<file path="src/hw/rtl/drds_pkg.sv">
// ----------------------------------------------------------------------------
// drds_pkg
// Shared widths, register indexes and reset values for the distinct random
// draw sorter.
// ----------------------------------------------------------------------------
package drds_pkg;

    // width of a random word and of a drawn value
    localparam int WORD_W      = 16;
    // one more bit so that a full-width range of 2^WORD_W fits
    localparam int RANGE_W     = WORD_W + 1;
    localparam int COUNT_W     = 4;
    localparam int BIT_IDX_W   = $clog2(WORD_W);
    localparam int CFG_INDEX_W = 2;

    typedef logic [WORD_W-1:0]      word_t;
    typedef logic [RANGE_W-1:0]     range_t;
    typedef logic [COUNT_W-1:0]     count_t;
    typedef logic [CFG_INDEX_W-1:0] cfg_index_t;

    // configuration register indexes
    localparam cfg_index_t CFG_LOW_BOUND  = 2'd0;
    localparam cfg_index_t CFG_HIGH_BOUND = 2'd1;
    localparam cfg_index_t CFG_DRAW_COUNT = 2'd2;

    // configuration reset values
    localparam word_t  LOW_BOUND_RST  = 16'd1;
    localparam word_t  HIGH_BOUND_RST = 16'd49;
    localparam count_t DRAW_COUNT_RST = 4'd6;

endpackage

</file>
<file path="src/hw/rtl/distinct_random_draw_sorter.sv">
// ----------------------------------------------------------------------------
// distinct_random_draw_sorter
// Draws sets of distinct values in [low_bound, high_bound] from raw random
// words and delivers each completed set in ascending order.
// ----------------------------------------------------------------------------
// Input channel (in_valid / in_stall): one raw word and its word_valid flag.
// Failed words, biased words and values already in the set are dropped.
// Output channel (out_valid / out_stall): one word per drawn value, ascending,
// is_last high on the final value of a set. Nothing comes out until a set
// reaches its target count.
// Config channel (cfg_valid / cfg_ready): writes low_bound, high_bound and
// draw_count by index; cfg_ready is always high. The user must make writes go
// in while idle; the block itself does not enforce it. Steps per input word,
// with n values held: a failed word or a full set already held goes to the
// target test; a valid word passes the bit-serial remainder, the bias filter,
// a sorted search of up to n values, the insertion shift and the target
// test. A completed set gives one output word per cycle while out_stall is low.
// in_stall is high while a word is in work or a set is being emitted. The
// shared subtract/compare unit forms the remainder one bit per cycle and the
// single read port of the value store sets the search and shift steps.
// A stalled receiver holds the output register and pauses emission.
// Reset (rst_n low) empties the set and loads the default bounds 1..49 and a
// count of 6; the value store itself is not cleared.
// ----------------------------------------------------------------------------
module distinct_random_draw_sorter #(
    parameter int SET_MAX = 8
) (
    input  logic                     clk,
    input  logic                     rst_n,
    // configuration port
    input  logic                     cfg_valid,
    output logic                     cfg_ready,
    input  drds_pkg::cfg_index_t     cfg_index,
    input  drds_pkg::word_t          cfg_data,
    // input words
    input  logic                     in_valid,
    output logic                     in_stall,
    input  drds_pkg::word_t          random_word,
    input  logic                     word_valid,
    // output words
    output logic                     out_valid,
    input  logic                     out_stall,
    output drds_pkg::word_t          drawn_value,
    output logic                     is_last
);
    import drds_pkg::*;

    localparam int CNT_W = $clog2(SET_MAX + 1);
    localparam int IDX_W = (SET_MAX > 1) ? $clog2(SET_MAX) : 1;

    typedef logic [CNT_W-1:0] cnt_t;
    typedef logic [IDX_W-1:0] idx_t;

    typedef enum logic [2:0] {
        IDLE,
        DIVIDE,
        FILTER,
        SCAN,
        SHIFT,
        TEST,
        EMIT
    } state_t;

    // configuration registers
    word_t  low_bound_reg;
    word_t  high_bound_reg;
    count_t draw_count_reg;

    // sequencer and datapath registers
    state_t                 state_reg,   state_next;
    cnt_t                   count_reg,   count_next;
    cnt_t                   idx_reg,     idx_next;
    cnt_t                   pos_reg,     pos_next;
    logic [BIT_IDX_W-1:0]   bit_idx_reg, bit_idx_next;
    word_t                  rem_reg,     rem_next;
    word_t                  word_reg,    word_next;
    range_t                 range_reg,   range_next;
    word_t                  value_reg,   value_next;
    logic                   out_valid_reg, out_valid_next;
    word_t                  out_value_reg, out_value_next;
    logic                   out_last_reg,  out_last_next;

    // value store, kept in ascending order
    word_t drawn_values [SET_MAX];
    logic  wr_en;
    idx_t  wr_idx;
    word_t wr_data;
    idx_t  rd_idx;
    word_t rd_data_reg;

    // combinational helpers
    word_t          hi_eff;
    range_t         range_comb;
    logic [RANGE_W:0] rem_shift;
    logic           rem_ge;
    range_t         accept_sum;
    logic           accept_word;
    count_t         count_eff;
    range_t         target_wide;
    cnt_t           target;

    // configuration writes
    assign cfg_ready = 1'b1;

    always_ff @(posedge clk or negedge rst_n)
    begin
        if (!rst_n)
        begin
            low_bound_reg  <= LOW_BOUND_RST;
            high_bound_reg <= HIGH_BOUND_RST;
            draw_count_reg <= DRAW_COUNT_RST;
        end
        else if (cfg_valid && cfg_ready)
        begin
            case (cfg_index)
                CFG_LOW_BOUND:  low_bound_reg  <= cfg_data;
                CFG_HIGH_BOUND: high_bound_reg <= cfg_data;
                CFG_DRAW_COUNT: draw_count_reg <= cfg_data[COUNT_W-1:0];
                default:        ;
            endcase
        end
    end

    // range, inverted bounds act as equal
    assign hi_eff     = (high_bound_reg < low_bound_reg) ? low_bound_reg : high_bound_reg;
    assign range_comb = {1'b0, hi_eff} - {1'b0, low_bound_reg} + RANGE_W'(1);

    // shared restoring step: shift in one word bit, subtract range if it fits
    assign rem_shift = {1'b0, rem_reg, word_reg[bit_idx_reg]};
    assign rem_ge    = rem_shift >= {1'b0, range_reg};

    // unbiased check: word < limit exactly when (word - rem) + range fits the word
    assign accept_sum  = {1'b0, word_reg} - {1'b0, rem_reg} + range_reg;
    assign accept_word = !accept_sum[WORD_W];

    // target count: at least 1, at most SET_MAX and the range
    always_comb
    begin
        count_eff   = (draw_count_reg == '0) ? COUNT_W'(1) : draw_count_reg;
        target_wide = RANGE_W'(count_eff);
        if (target_wide > RANGE_W'(SET_MAX))
            target_wide = RANGE_W'(SET_MAX);
        if (target_wide > range_reg)
            target_wide = range_reg;
        target = target_wide[CNT_W-1:0];
    end

    // single read port of the store, addressed for the next step
    always_comb
    begin
        if (state_next == SHIFT && idx_next != '0)
            rd_idx = idx_t'(idx_next - cnt_t'(1));
        else
            rd_idx = idx_next[IDX_W-1:0];
    end

    always_ff @(posedge clk)
    begin
        if (wr_en)
            drawn_values[wr_idx] <= wr_data;
        rd_data_reg <= drawn_values[rd_idx];
    end

    // sequencer
    always_comb
    begin
        state_next     = state_reg;
        count_next     = count_reg;
        idx_next       = idx_reg;
        pos_next       = pos_reg;
        bit_idx_next   = bit_idx_reg;
        rem_next       = rem_reg;
        word_next      = word_reg;
        range_next     = range_reg;
        value_next     = value_reg;
        out_valid_next = out_valid_reg;
        out_value_next = out_value_reg;
        out_last_next  = out_last_reg;
        wr_en          = 1'b0;
        wr_idx         = idx_reg[IDX_W-1:0];
        wr_data        = rd_data_reg;

        // output word taken
        if (out_valid_reg && !out_stall)
            out_valid_next = 1'b0;

        case (state_reg)
            IDLE:
            begin
                if (in_valid)
                begin
                    word_next  = random_word;
                    range_next = range_comb;
                    if (word_valid && count_reg < cnt_t'(SET_MAX))
                    begin
                        rem_next     = '0;
                        bit_idx_next = BIT_IDX_W'(WORD_W - 1);
                        state_next   = DIVIDE;
                    end
                    else
                    begin
                        state_next = TEST;
                    end
                end
            end
            DIVIDE:
            begin
                if (rem_ge)
                    rem_next = WORD_W'(rem_shift - {1'b0, range_reg});
                else
                    rem_next = rem_shift[WORD_W-1:0];
                bit_idx_next = bit_idx_reg - BIT_IDX_W'(1);
                if (bit_idx_reg == '0)
                    state_next = FILTER;
            end
            FILTER:
            begin
                if (accept_word)
                begin
                    value_next = low_bound_reg + rem_reg;
                    idx_next   = '0;
                    state_next = SCAN;
                end
                else
                begin
                    state_next = TEST;
                end
            end
            // search the sorted store for a duplicate or the insert point
            SCAN:
            begin
                if (idx_reg == count_reg)
                begin
                    pos_next   = idx_reg;
                    state_next = SHIFT;
                end
                else if (rd_data_reg == value_reg)
                begin
                    state_next = TEST;
                end
                else if (rd_data_reg > value_reg)
                begin
                    pos_next   = idx_reg;
                    idx_next   = count_reg;
                    state_next = SHIFT;
                end
                else
                begin
                    idx_next = idx_reg + cnt_t'(1);
                end
            end
            // move larger values up one place, then drop the new value in
            SHIFT:
            begin
                wr_en = 1'b1;
                if (idx_reg == pos_reg)
                begin
                    wr_data    = value_reg;
                    count_next = count_reg + cnt_t'(1);
                    state_next = TEST;
                end
                else
                begin
                    wr_data  = rd_data_reg;
                    idx_next = idx_reg - cnt_t'(1);
                end
            end
            TEST:
            begin
                if (count_reg >= target)
                begin
                    idx_next   = '0;
                    state_next = EMIT;
                end
                else
                begin
                    state_next = IDLE;
                end
            end
            // stream the set out through the output register
            EMIT:
            begin
                if (!out_valid_reg || !out_stall)
                begin
                    out_valid_next = 1'b1;
                    out_value_next = rd_data_reg;
                    out_last_next  = (idx_reg == count_reg - cnt_t'(1));
                    if (idx_reg == count_reg - cnt_t'(1))
                    begin
                        count_next = '0;
                        state_next = IDLE;
                    end
                    else
                    begin
                        idx_next = idx_reg + cnt_t'(1);
                    end
                end
            end
            default:
            begin
                state_next = IDLE;
            end
        endcase
    end

    // state and registered outputs
    always_ff @(posedge clk or negedge rst_n)
    begin
        if (!rst_n)
        begin
            state_reg     <= IDLE;
            count_reg     <= '0;
            idx_reg       <= '0;
            pos_reg       <= '0;
            bit_idx_reg   <= '0;
            out_valid_reg <= 1'b0;
        end
        else
        begin
            state_reg     <= state_next;
            count_reg     <= count_next;
            idx_reg       <= idx_next;
            pos_reg       <= pos_next;
            bit_idx_reg   <= bit_idx_next;
            out_valid_reg <= out_valid_next;
        end
    end

    // payload registers
    always_ff @(posedge clk)
    begin
        rem_reg       <= rem_next;
        word_reg      <= word_next;
        range_reg     <= range_next;
        value_reg     <= value_next;
        out_value_reg <= out_value_next;
        out_last_reg  <= out_last_next;
    end

    assign in_stall    = (state_reg != IDLE);
    assign out_valid   = out_valid_reg;
    assign drawn_value = out_value_reg;
    assign is_last     = out_last_reg;

    // checks
    a_busy_after_accept: assert property (@(posedge clk) disable iff (!rst_n)
        in_valid && !in_stall |=> in_stall)
        else $error("block took a word and did not go busy");

    a_count_bound: assert property (@(posedge clk) disable iff (!rst_n)
        count_reg <= cnt_t'(SET_MAX))
        else $error("held count above set size");

    a_room_to_insert: assert property (@(posedge clk) disable iff (!rst_n)
        state_reg == DIVIDE |-> count_reg < cnt_t'(SET_MAX))
        else $error("division started with a full store");

    a_emit_nonempty: assert property (@(posedge clk) disable iff (!rst_n)
        state_reg == EMIT |-> count_reg != '0)
        else $error("emitting an empty set");

endmodule

</file>
<file path="config.mk">
export PLATFORM = sky130hd
export DESIGN_NAME = distinct_random_draw_sorter
export DESIGN_NICKNAME = d
export VERILOG_FILES = /design/src/hw/rtl/drds_pkg.sv /design/src/hw/rtl/distinct_random_draw_sorter.sv
export SDC_FILE = /design/constraint.sdc
export NUM_CORES = 1
export LEC_CHECK = 0
export BUFFER_PORTS_ARGS = -buffer_cell sky130_fd_sc_hd__buf_4
export CORE_ASPECT_RATIO = 0.7
export CORE_MARGIN = 2
export CORE_UTILIZATION = 32
export DETAILED_ROUTE_END_ITERATION = 7
export GPL_TIMING_DRIVEN = 0
export PLACE_DENSITY = 0.58
export SYNTH_ARGS = -nofsm -noshare
export SYNTH_HDL_FRONTEND = slang
export SYNTH_SLANG_ARGS = --single-unit
export TNS_END_PERCENT = 1
</file>
<file path="constraint.sdc">
create_clock -name clk -period 17.79 [get_ports clk]
set_clock_uncertainty 0.05 [all_clocks]
set_input_delay 0.8895 -clock clk [delete_from_list [all_inputs] [get_ports clk]]
set_output_delay 0.8895 -clock clk [all_outputs]
set_load 0.05 [all_outputs]
</file>
==> results of run 1 <==
==> how the worst max path moves through the flow <==
stage	startpoint	endpoint	slack [ps]	cells after the start
floorplan	low_bound_reg[1]$_DFFE_PN0P_	range_reg[15]$_DFFE_PP_	12100	26
global placement	low_bound_reg[1]$_DFFE_PN0P_	range_reg[15]$_DFFE_PP_	10610	26
detailed placement	low_bound_reg[1]$_DFFE_PN0P_	range_reg[16]$_DFFE_PP_	10620	25
CTS	low_bound_reg[1]$_DFFE_PN0P_	range_reg[16]$_DFFE_PP_	10550	25
global route	low_bound_reg[1]$_DFFE_PN0P_	range_reg[16]$_DFFE_PP_	10010	25
finish	low_bound_reg[1]$_DFFE_PN0P_	range_reg[16]$_DFFE_PP_	10500	25
==> power by group through the flow <==
stage / clock network (mW) / registers, mW / logic [mW]
final: 0.701 / 1.09 / 2.04
after global routing: 0.743 / 1.11 / 2.27
after CTS: 0.717 / 1.09 / 2.04
after detailed placement: 0 / 1.10 / 2.02
after global placement: 0 / 1.10 / 1.98
after floorplan: 0 / 1.04 / 1.50
==> stage by stage <==
stage          instance area [sq um]  utilization
2_1_floorplan                  15690            -
3_3_place_gp                   16950       0.3522
3_5_place_dp                   17100       0.3554
4_1_cts                        18210       0.3785
5_1_grt                        18210       0.3785
6_report                       18210       0.3785
==> cells in the final DEF, fill, tap and decap left out, types with 7 or more instances in the layout <==
master	synthesis	final
mux2_2	37	37
or3_1	11	11
buf_4	5	64
nor2b_1	13	13
nor3_1	22	18
nand2_1	104	104
a22o_1	33	33
o31ai_1	9	9
nand4_1	15	15
dfxtp_1	16	16
edfxtp_1	210	210
ha_1	124	124
a21boi_0	12	12
dfrtp_1	50	50
a21oi_1	48	48
a31oi_1	7	7
nor4_1	8	7
a21o_1	15	15
clkbuf_16	0	31
fa_1	18	18
nand3_1	18	18
inv_1	138	138
o21a_1	8	8
clkinv_2	0	7
xnor2_1	36	36
clkbuf_1	22	28
o21ai_0	60	60
xor2_1	10	10
nor2_1	75	71
mux2i_1	78	78
==> layout make-up <==
type	count	area share
repair buffers	67	0.03029
clock buffers	40	0.04609
plain buffers	39	0.01072
multi-input cells	871	0.3834
inverters	138	0.02844
flip-flops and latches	282	0.4412
clock inverters	18	0.01491
well taps	655	0.04500
==> logic make-up (layout without fill, tap and decap cells) <==
| logic type | count (synthesis) | count (layout) |
|---|---|---|
| compound gates | 251 | 251 |
| xor+xnor | 47 | 47 |
| fa+ha+maj | 142 | 142 |
| buf+inv | 177 | 302 |
| flops | 282 | 282 |
| mux | 120 | 120 |
| other cells | 1 | 1 |
| simple gates | 310 | 310 |
==> worst register-to-register path, cell delays in order, from the launching register on <==
cell and delay (ps):
dfrtp_1 420, inv_1 140, ha_1 310, a21o_1 130
a21o_1 140, a21o_1 120, a21o_1 110, a21o_1 110
a21o_1 110, a21o_1 110, a21oi_1 80, o31ai_1 1060
clkbuf_1 660, mux2_2 420, ha_1 290, ha_1 340
a21oi_1 210, o21ai_0 110, a21oi_1 220, nand2b_1 130
a21boi_0 110, o31a_1 270, o41ai_1 800, o2111ai_1 250
a21oi_1 220, xor2_1 210
==> routing by layer <==
| layer | vias up | wire [um] | global-route usage |
|---|---|---|---|
| li1 | 5081 | - | - |
| met1 | 5100 | 21830 | 0.2651 |
| met2 | 304 | 14640 | 0.1990 |
| met3 | 48 | 2627 | 0.03043 |
| met4 | 0 | 703 | 0.03184 |
| met5 | - | 0 | 0 |
==> flow_metrics.py, run 1 <==
metrics = {
    "detailed_routing": {
        "drt_pass1_iterations": 5,
        "wire_per_inst_um": 18.86,
        "vias": 10530,
        "wl_um": 39800,
        "antenna_left": 0,
        "drc": 0,
        "drt_iter0_markers": 905,
        "viasPerCell": 4.992,
    },
    "sta": {
        "final_max_slew_viol_count": 0,
        "grt_setup_unrepaired": "false",
        "setup_tns_ps": 0,
        "tightestPinTransition_ps": 1306,
        "min_period_ps": 7289,
        "relSlewSlack": 0.1219,
        "post-route-period-util": 0.4098,
        "holdWs_ps": 309.1,
        "setup_violations": 0,
        "fmax_mhz": 137.2,
        "hold_violations": 0,
        "layout_setup_ws_ps": 10500,
    },
    "finish": {
        "layout.cells.non_filler": 2110,
        "syn_to_final_growth_pct": 16.06,
        "layout.nets": 1612,
        "regArea_sq_um": 8035,
        "drive_gt1_frac": 0.1505,
        "filler_cell_count": 4693,
        "multi_input_comb_area_sq_um": 6983,
        "largest_register_ffs": 128,
        "num_antenna_cells": 0,
    },
    "worst_setup_path": {
        "cp_max_fo": 10,
        "reg2reg_slack_ps": 10500,
        "crit_required_ps": 18170,
        "worstReg2RegStart": "low_bound_reg[1]$_DFFE_PN0P_",
        "crit_top_cell": "a21o_1",
        "end_kind": "flip-flop",
        "slowest_delay_ps": 1060,
        "crit_type": "reg -> reg",
        "r2r-end": "range_reg[16]$_DFFE_PP_",
        "arrival_ps": 7670,
        "crit_slowest_cell": "o31ai_1",
        "critPathTopFamily": "compound AO/OA/AOI/OAI gates",
        "reg2reg_depth": 25,
        "worst-path-buf-inv": 2,
        "start_kind": "flip-flop",
    },
    "clock_tree": {
        "clkTransAtPathRegs_ps": 60,
        "cts_tree": "done",
        "post-cts-setup-buffers": 0,
        "cts_resized": 0,
        "cts.sink_count": 282,
        "cts_root_buffer": "clkbuf_16",
        "clk_latency_ps": 600,
        "htreeDepth": 1,
        "ctsHoldBuffers": 0,
        "cts_made_buffers": 31,
        "clk_path_buf_depth": 3,
    },
    "power_and_ir_drop": {
        "clkPwrFrac": 0.183,
        "internal-power_mw": 2.203,
        "leakage_nw": 7.569,
        "power.total_mw": 3.836,
        "power_switching_mw": 1.633,
        "p_sw_frac": 0.4256,
        "ir_drop_uv": 94.80,
        "power.density_nw_per_um2": 210.6,
        "p_comb_frac": 0.532,
        "p_seq_frac": 0.285,
    },
    "synthesis": {
        "yosys_register_bits": 282,
        "synth_mux_area_frac": 0.08347,
        "avgSynthCellArea_sq_um": 11.80,
        "synthArstFlopShare": 0.1986,
        "ys.flop_type": "edfxtp_1",
        "synthAdderAreaFrac": 0.1218,
        "syn_nets": 1512,
        "synth-edff-count": 210,
        "ys.warnings.count": 0,
        "synth_area_leaders": "edfxtp_1 (40%), ha_1 (9.9%), dfrtp_1 (8.0%)",
        "netlist-cell-type-count": 81,
        "synthXorXnorAreaFrac": 0.02719,
        "yosys.area_share.simple": 0.09934,
        "synth_top_family_by_area": "adder cells",
        "synth_commonest_cells": "edfxtp_1 (210), inv_1 (138), ha_1 (124)",
        "yosysTopAreaCell": "edfxtp_1",
        "netlist_area_sq_um": 15690,
        "synth_top_area_frac": 0.4018,
        "synth_compound_area_frac": 0.1105,
        "yosysMostFrequentCell": "edfxtp_1",
        "synth_cells": 1330,
        "synth.yosys.seq_area_share": 0.5120,
    },
    "floorplan": {
        "core-area_sq_um": 48120,
        "rows": 67,
        "die_y_um": 189.3,
        "dieWidth_um": 268.7,
        "initial_core_util": 0.3261,
        "die_area_sq_um": 50860,
        "boundaryPins": 60,
    },
    "place": {
        "portBuffers": 58,
        "place.gp.congestion": 0.8843,
        "place_hpwl_um": 29980,
        "place_ws_ps": 10620,
        "placed_cells": 2052,
    },
    "global_route": {
        "grt_pass1_wl_um": 60950,
        "antenna_found_initial": 0,
        "grt_max_degree": 57,
        "grt-ovfl-total": 0,
        "grt_util_all_layers": 0.1572,
        "grt_pass1_vias": 10080,
    },
    "hold_path": {
        "hold_path_class": "in -> async",
    },
    "flow_run": {
        "cap_violations": 0,
    },
    "outcome": {
        "status": "complete, no violations",
    },
}
Note: power is estimated with default switching activity, not from simulation.
==> run 2, diff against run 1 <==
==> constraint.sdc (replaced) <==
create_clock -name clk -period 7 [get_ports clk]
set_clock_uncertainty 0.05 [all_clocks]
set_input_delay 0.35 -clock clk [delete_from_list [all_inputs] [get_ports clk]]
set_output_delay 0.35 -clock clk [all_outputs]
set_load 0.05 [all_outputs]
==> run 2 against run 1 <==
Compared with the run above:
- maximum frequency up 8.9%
- worst hold slack got worse by 220 ps
- worst setup slack got worse by 10000 ps
- critical path depth did not move
- global-route usage increased by 0.13 points
- first-iteration DRC count rose by 0.88%
- register-to-register slack worse by 10000 ps
- power grew to 2.6 times the previous value
- highest routed layer unchanged
==> flow_metrics.py, run 2 (synthesis gave the netlist of run 1 again) <==
metrics = {
    "outcome": {
        "status": "complete, no violations",
    },
    "clock_tree": {
        "clk_path_buf_depth": 3,
        "cts_made_buffers": 31,
        "cts_tree": "done",
        "clk_latency_ps": 600,
        "post-cts-setup-buffers": 0,
        "cts.sink_count": 282,
        "htreeDepth": 1,
        "cts_root_buffer": "clkbuf_16",
        "clkTransAtPathRegs_ps": 60,
    },
    "floorplan": {
        "initial_core_util": 0.3261,
        "rows": 67,
        "die_area_sq_um": 50860,
        "boundaryPins": 60,
        "core-area_sq_um": 48120,
        "die_y_um": 189.3,
        "dieWidth_um": 268.7,
    },
    "detailed_routing": {
        "drc": 0,
        "viasPerCell": 4.976,
        "wire_per_inst_um": 18.71,
        "vias": 10660,
        "drt_iter0_markers": 913,
        "antenna_left": 0,
        "drt_pass1_iterations": 5,
        "wl_um": 40090,
    },
    "place": {
        "place_hpwl_um": 29980,
        "place_ws_ps": -169.2,
        "portBuffers": 58,
        "place.gp.congestion": 0.8843,
    },
    "flow_run": {
        "cap_violations": 0,
    },
    "finish": {
        "mostFrequentLayoutCell": "edfxtp_1",
        "filler_cell_count": 4681,
        "num_antenna_cells": 0,
        "largest_register_ffs": 128,
        "syn_to_final_growth_pct": 18.41,
        "fin_util": 0.3862,
        "drive_gt1_frac": 0.1499,
        "mostFrequentLayoutCells": "edfxtp_1 (210), inv_1 (138), ha_1 (124)",
        "layout.nets": 1645,
    },
    "sta": {
        "fmax_mhz": 149.4,
        "relSlewSlack": 0.2214,
        "tightestPinTransition_ps": 1167,
        "grt_setup_unrepaired": "false",
        "layout_setup_ws_ps": 304.6,
        "hold_violations": 0,
        "post-route-period-util": 0.9565,
        "min_period_ps": 6695,
        "setup_violations": 0,
        "final_max_slew_viol_count": 0,
    },
    "worst_setup_path": {
        "start_kind": "flip-flop",
        "end_kind": "flip-flop",
        "cp_max_fo": 10,
        "crit_type": "reg -> reg",
        "crit_required_ps": 7450,
        "arrival_ps": 7140,
    },
    "power_and_ir_drop": {
        "power_switching_mw": 4.174,
        "internal-power_mw": 5.627,
        "leakage_nw": 7.718,
        "p_comb_frac": 0.535,
        "clkPwrFrac": 0.182,
        "power.density_nw_per_um2": 527.4,
        "p_sw_frac": 0.4259,
        "ir_drop_uv": 242.6,
        "p_seq_frac": 0.283,
    },
    "global_route": {
        "antenna_found_initial": 0,
        "grt_pass1_wl_um": 61600,
        "grt-ovfl-total": 0,
        "grt_util_all_layers": 0.1585,
        "grt_max_degree": 57,
        "grt_pass1_vias": 10290,
    },
    "hold_path": {
        "hold_path_class": "in -> reg",
    },
}
-- run 2: cell types whose count changed in the layout (fill, tap and decap cells not counted), sizes merged --
cell	delta
clkbuf	+1
buf	-1
dlygate4sd3	+33
-- run 2: power groups by stage --
stage	sequential, mW	combinational [mW]	clock (mW)
floorplan	2.65	3.80	0
global placement	2.80	5.04	0
detailed placement	2.80	5.13	0
CTS	2.77	5.20	1.82
global route	2.82	5.82	1.89
finish	2.78	5.24	1.78
-- run 2: final cells by class --
class | instances | area [sq um] | share of cell area
clock inverters | 18 | 271.5 | 0.01461
flip-flops and latches | 282 | 8035 | 0.4324
multi-input cells | 871 | 7018 | 0.3777
clock buffers | 40 | 839.6 | 0.04518
plain buffers | 39 | 198.9 | 0.01071
repair buffers | 100 | 882.1 | 0.04747
well taps | 655 | 819.5 | 0.04410
inverters | 138 | 518.0 | 0.02788
-- run 2: final timing paths --
path | slack, ps | from | cells after the start | to
max | 300 | draw_count_reg[1]$_DFFE_PN1P_ | 25 | rd_data_reg[10]$_DFF_P_
min | 90 | cfg_index[1] | 4 | low_bound_reg[0]$_DFFE_PN1P_
max reg2reg | 300 | draw_count_reg[1]$_DFFE_PN1P_ | 25 | rd_data_reg[10]$_DFF_P_
min reg2reg | 450 | rd_data_reg[4]$_DFF_P_ | 0 | drawn_value[4]$_DFFE_PP_
max in group asynchronous | 6020 | rst_n | 2 | low_bound_reg[14]$_DFFE_PN0P_
min in group asynchronous | 300 | rst_n | 2 | pos_reg[3]$_DFFE_PN0P_
-- run 2: timing repair --
item	4_1_cts	5_1_grt
resized for setup	1	7
pin swaps	0	1
endpoints found under the hold margin	102	0
hold buffers	33	0
endpoints found under the setup margin	3	20
-- run 2: stage by stage --
| step | instances | hold WS [ps] | TNS [ps] | instance area [sq um] | total power [mW] |
|---|---|---|---|---|---|
| after global routing | 2143 | 81.81 | 0 | 18580 | 10.52 |
| after floorplan | 1330 | 4.409 | 0 | 15690 | 6.445 |
| after global placement | 2043 | 423.2 | -407.4 | 16950 | 7.832 |
| after detailed placement | 2052 | 430.0 | -344.9 | 17100 | 7.928 |
| final | 2143 | 85.88 | 0 | 18580 | 9.800 |
| after CTS | 2143 | 53.94 | 0 | 18550 | 9.794 |
-- run 2: metal layers --
metal	GRT usage	vias to the layer above	wire length, um
met2	0.2029	319	14790
met3	0.03082	50	2833
met4	0.03184	0	752
met1	0.2655	5147	21720
met5	0	-	0
li1	-	5147	-
-- run 2: critical path, cell delays in order, from the launching register on --
cell,delay (ps)
dfstp_2,540
nor2b_1,370
ha_1,330
nor2b_1,140
o21a_1,170
o21a_1,180
o2111ai_2,320
mux2i_1,140
ha_1,310
nor2b_1,40
o21ai_0,150
a21oi_1,170
o31a_1,350
nor2_1,180
a41oi_1,150
or3_1,410
inv_1,90
ha_1,140
inv_1,70
or4_4,510
a211o_4,400
and3_4,220
nor4_4,640
buf_6,260
a22o_1,180
nor2_1,50
==> run 3, diff against run 2 <==
--- a/config.mk
+++ b/config.mk
@@ -9,9 +9,12 @@
 export CORE_ASPECT_RATIO = 0.7
 export CORE_MARGIN = 2
 export CORE_UTILIZATION = 32
+export CTS_BUF_LIST = sky130_fd_sc_hd__clkbuf_4
 export DETAILED_ROUTE_END_ITERATION = 7
+export GPL_ROUTABILITY_DRIVEN = 0
 export GPL_TIMING_DRIVEN = 0
 export PLACE_DENSITY = 0.58
+export SETUP_SLACK_MARGIN = 0.5
 export SYNTH_ARGS = -nofsm -noshare
 export SYNTH_HDL_FRONTEND = slang
 export SYNTH_SLANG_ARGS = --single-unit
==> run 3 against run 2 <==
Compared with the run above:
- routed wire length up 0.72%
- flip-flop and latch count unchanged
- first-iteration DRC count up 17%
- cell count up 4.5%
- critical endpoint is now rd_data_reg[5]$_DFF_P_
- largest cell class unchanged
- worst setup slack better by 270 ps
- global-route usage up 0.32 points
==> flow_metrics.py, run 3 (synthesis gave the netlist of run 1 again) <==
metrics = {
    "global_route": {
        "antenna_found_initial": 3,
        "grt_max_degree": 57,
        "grt_util_all_layers": 0.1617,
        "grt_pass1_wl_um": 62530,
        "grt_pass1_vias": 10850,
        "grt-ovfl-total": 0,
    },
    "finish": {
        "largest_register_ffs": 128,
        "fin_util": 0.3864,
        "syn_to_final_growth_pct": 18.49,
        "mostFrequentLayoutCell": "edfxtp_1",
        "mostFrequentLayoutCells": "edfxtp_1 (210), inv_1 (138), ha_1 (124)",
        "filler_cell_count": 4716,
        "layout.nets": 1704,
        "drive_gt1_frac": 0.1933,
    },
    "sta": {
        "final_max_slew_viol_count": 0,
        "relSlewSlack": 0.2298,
        "post-route-period-util": 0.9172,
        "setup_violations": 0,
        "fmax_mhz": 155.8,
        "min_period_ps": 6420,
        "grt_setup_unrepaired": "true",
        "tightestPinTransition_ps": 1143,
        "hold_violations": 0,
    },
    "flow_run": {
        "cap_violations": 0,
    },
    "hold_path": {
        "hold_path_class": "in -> async",
    },
    "floorplan": {
        "die_y_um": 189.3,
        "dieWidth_um": 268.7,
        "core-area_sq_um": 48120,
        "boundaryPins": 60,
        "initial_core_util": 0.3261,
        "die_area_sq_um": 50860,
        "rows": 67,
    },
    "detailed_routing": {
        "drt_iter0_markers": 1065,
        "viasPerCell": 4.919,
        "drc": 0,
        "wl_um": 40380,
        "antenna_left": 0,
        "drt_pass1_iterations": 6,
        "vias": 11020,
        "wire_per_inst_um": 18.03,
    },
    "clock_tree": {
        "cts_tree": "done",
        "clk_latency_ps": 770,
        "clkTransAtPathRegs_ps": 60,
        "cts_made_buffers": 77,
        "cts.sink_count": 282,
        "htreeDepth": 3,
        "clk_path_buf_depth": 3,
        "cts_root_buffer": "clkbuf_4",
    },
    "place": {
        "portBuffers": 58,
        "place_hpwl_um": 29880,
    },
    "outcome": {
        "status": "complete, no violations",
    },
    "power_and_ir_drop": {
        "power.density_nw_per_um2": 514.6,
        "power.total_mw": 9.570,
        "power_switching_mw": 4.192,
        "p_comb_frac": 0.553,
        "ir_drop_uv": 190.5,
        "p_sw_frac": 0.4380,
        "internal-power_mw": 5.378,
        "clkPwrFrac": 0.157,
        "p_seq_frac": 0.290,
        "leakage_nw": 7.833,
    },
    "worst_setup_path": {
        "crit_required_ps": 7610,
        "cp_max_fo": 10,
        "end_kind": "flip-flop",
        "start_kind": "flip-flop",
        "crit_type": "reg -> reg",
        "arrival_ps": 7030,
    },
}
## run 3: layout make-up
type / count / area (sq um) / area share
Inverter: 138 / 518.0 / 0.02786
Multi-Input combinational cell: 871 / 7024 / 0.3777
Sequential cell: 282 / 8035 / 0.4321
Tap cell: 655 / 819.5 / 0.04407
Buffer: 39 / 196.4 / 0.01056
Timing Repair Buffer: 113 / 996.0 / 0.05356
Clock buffer: 117 / 878.3 / 0.04723
Clock inverter: 23 / 122.6 / 0.006594
Antenna cell: 2 / 5.005 / 0.0002691
## run 3: routing by layer
metal  GRT usage  vias up  share of wire
met1      0.2656     5266           0.54
met3     0.04435       51          0.078
met2      0.1997      381           0.37
li1            -     5321              -
met4     0.04103        0          0.013
met5           0        -              0
## run 3: worst paths after layout
kind                            depth (start not counted)                      endpoint                           from  slack, ps
worst max-delay path                                   25        rd_data_reg[5]$_DFF_P_  draw_count_reg[3]$_DFFE_PN0P_        580
max in group asynchronous                               2  low_bound_reg[9]$_DFFE_PN0P_                          rst_n       6150
worst max register to register                         25        rd_data_reg[5]$_DFF_P_  draw_count_reg[3]$_DFFE_PN0P_        580
worst min register to register                          2        pos_reg[1]$_DFFE_PN0P_         pos_reg[1]$_DFFE_PN0P_        450
worst min-delay path                                    2    bit_idx_reg[0]$_DFFE_PN0P_                          rst_n        160
min in group clk                                        2         word_reg[7]$_DFFE_PP_                 random_word[7]        260
## run 3: worst max-delay path: stages (launching register included)
cell	delay, ps
dfrtp_1	520
nor2b_2	320
ha_1	300
nor2b_1	130
o21a_1	160
o21a_1	170
o2111ai_2	320
a21oi_1	130
ha_1	310
nand2_1	50
o21ai_0	160
a21oi_1	160
o31a_1	340
nor2_1	180
a41oi_1	130
or3_1	410
inv_1	90
ha_1	140
inv_1	80
or4_4	520
a211o_4	400
a21o_1	240
a211oi_4	480
buf_4	310
a22o_1	160
nor2_1	40
## run 3: timing repair
item	in CTS	in global routing
setup endpoints to repair	22	22
endpoints found under the hold margin	107	0
setup buffers	4	0
pin swaps	2	1
hold buffers	41	0
gates resized for setup	6	4
## run 3: power groups by stage
stage	clock network (mW)	registers, mW	logic (mW)
2_1_floorplan	0	2.65	3.80
5_1_grt	1.65	2.82	5.85
3_5_place_dp	0	2.80	5.09
6_report	1.50	2.78	5.29
3_3_place_gp	0	2.80	4.99
4_1_cts	1.56	2.77	5.25
## run 3: stage by stage
step           setup WS [ps]  instance area, sq um  instances  setup TNS [ps]  hold WS [ps]
4_1_cts                418.8                 18570       2238               0         126.3
5_1_grt                265.0                 18600       2240               0         163.2
6_report               579.5                 18600       2240               0         157.7
3_5_place_dp          -18.87                 17100       2053          -18.87         431.1
2_1_floorplan           1312                 15690       1330               0         4.409
3_3_place_gp          -133.3                 16950       2043          -133.3         424.2
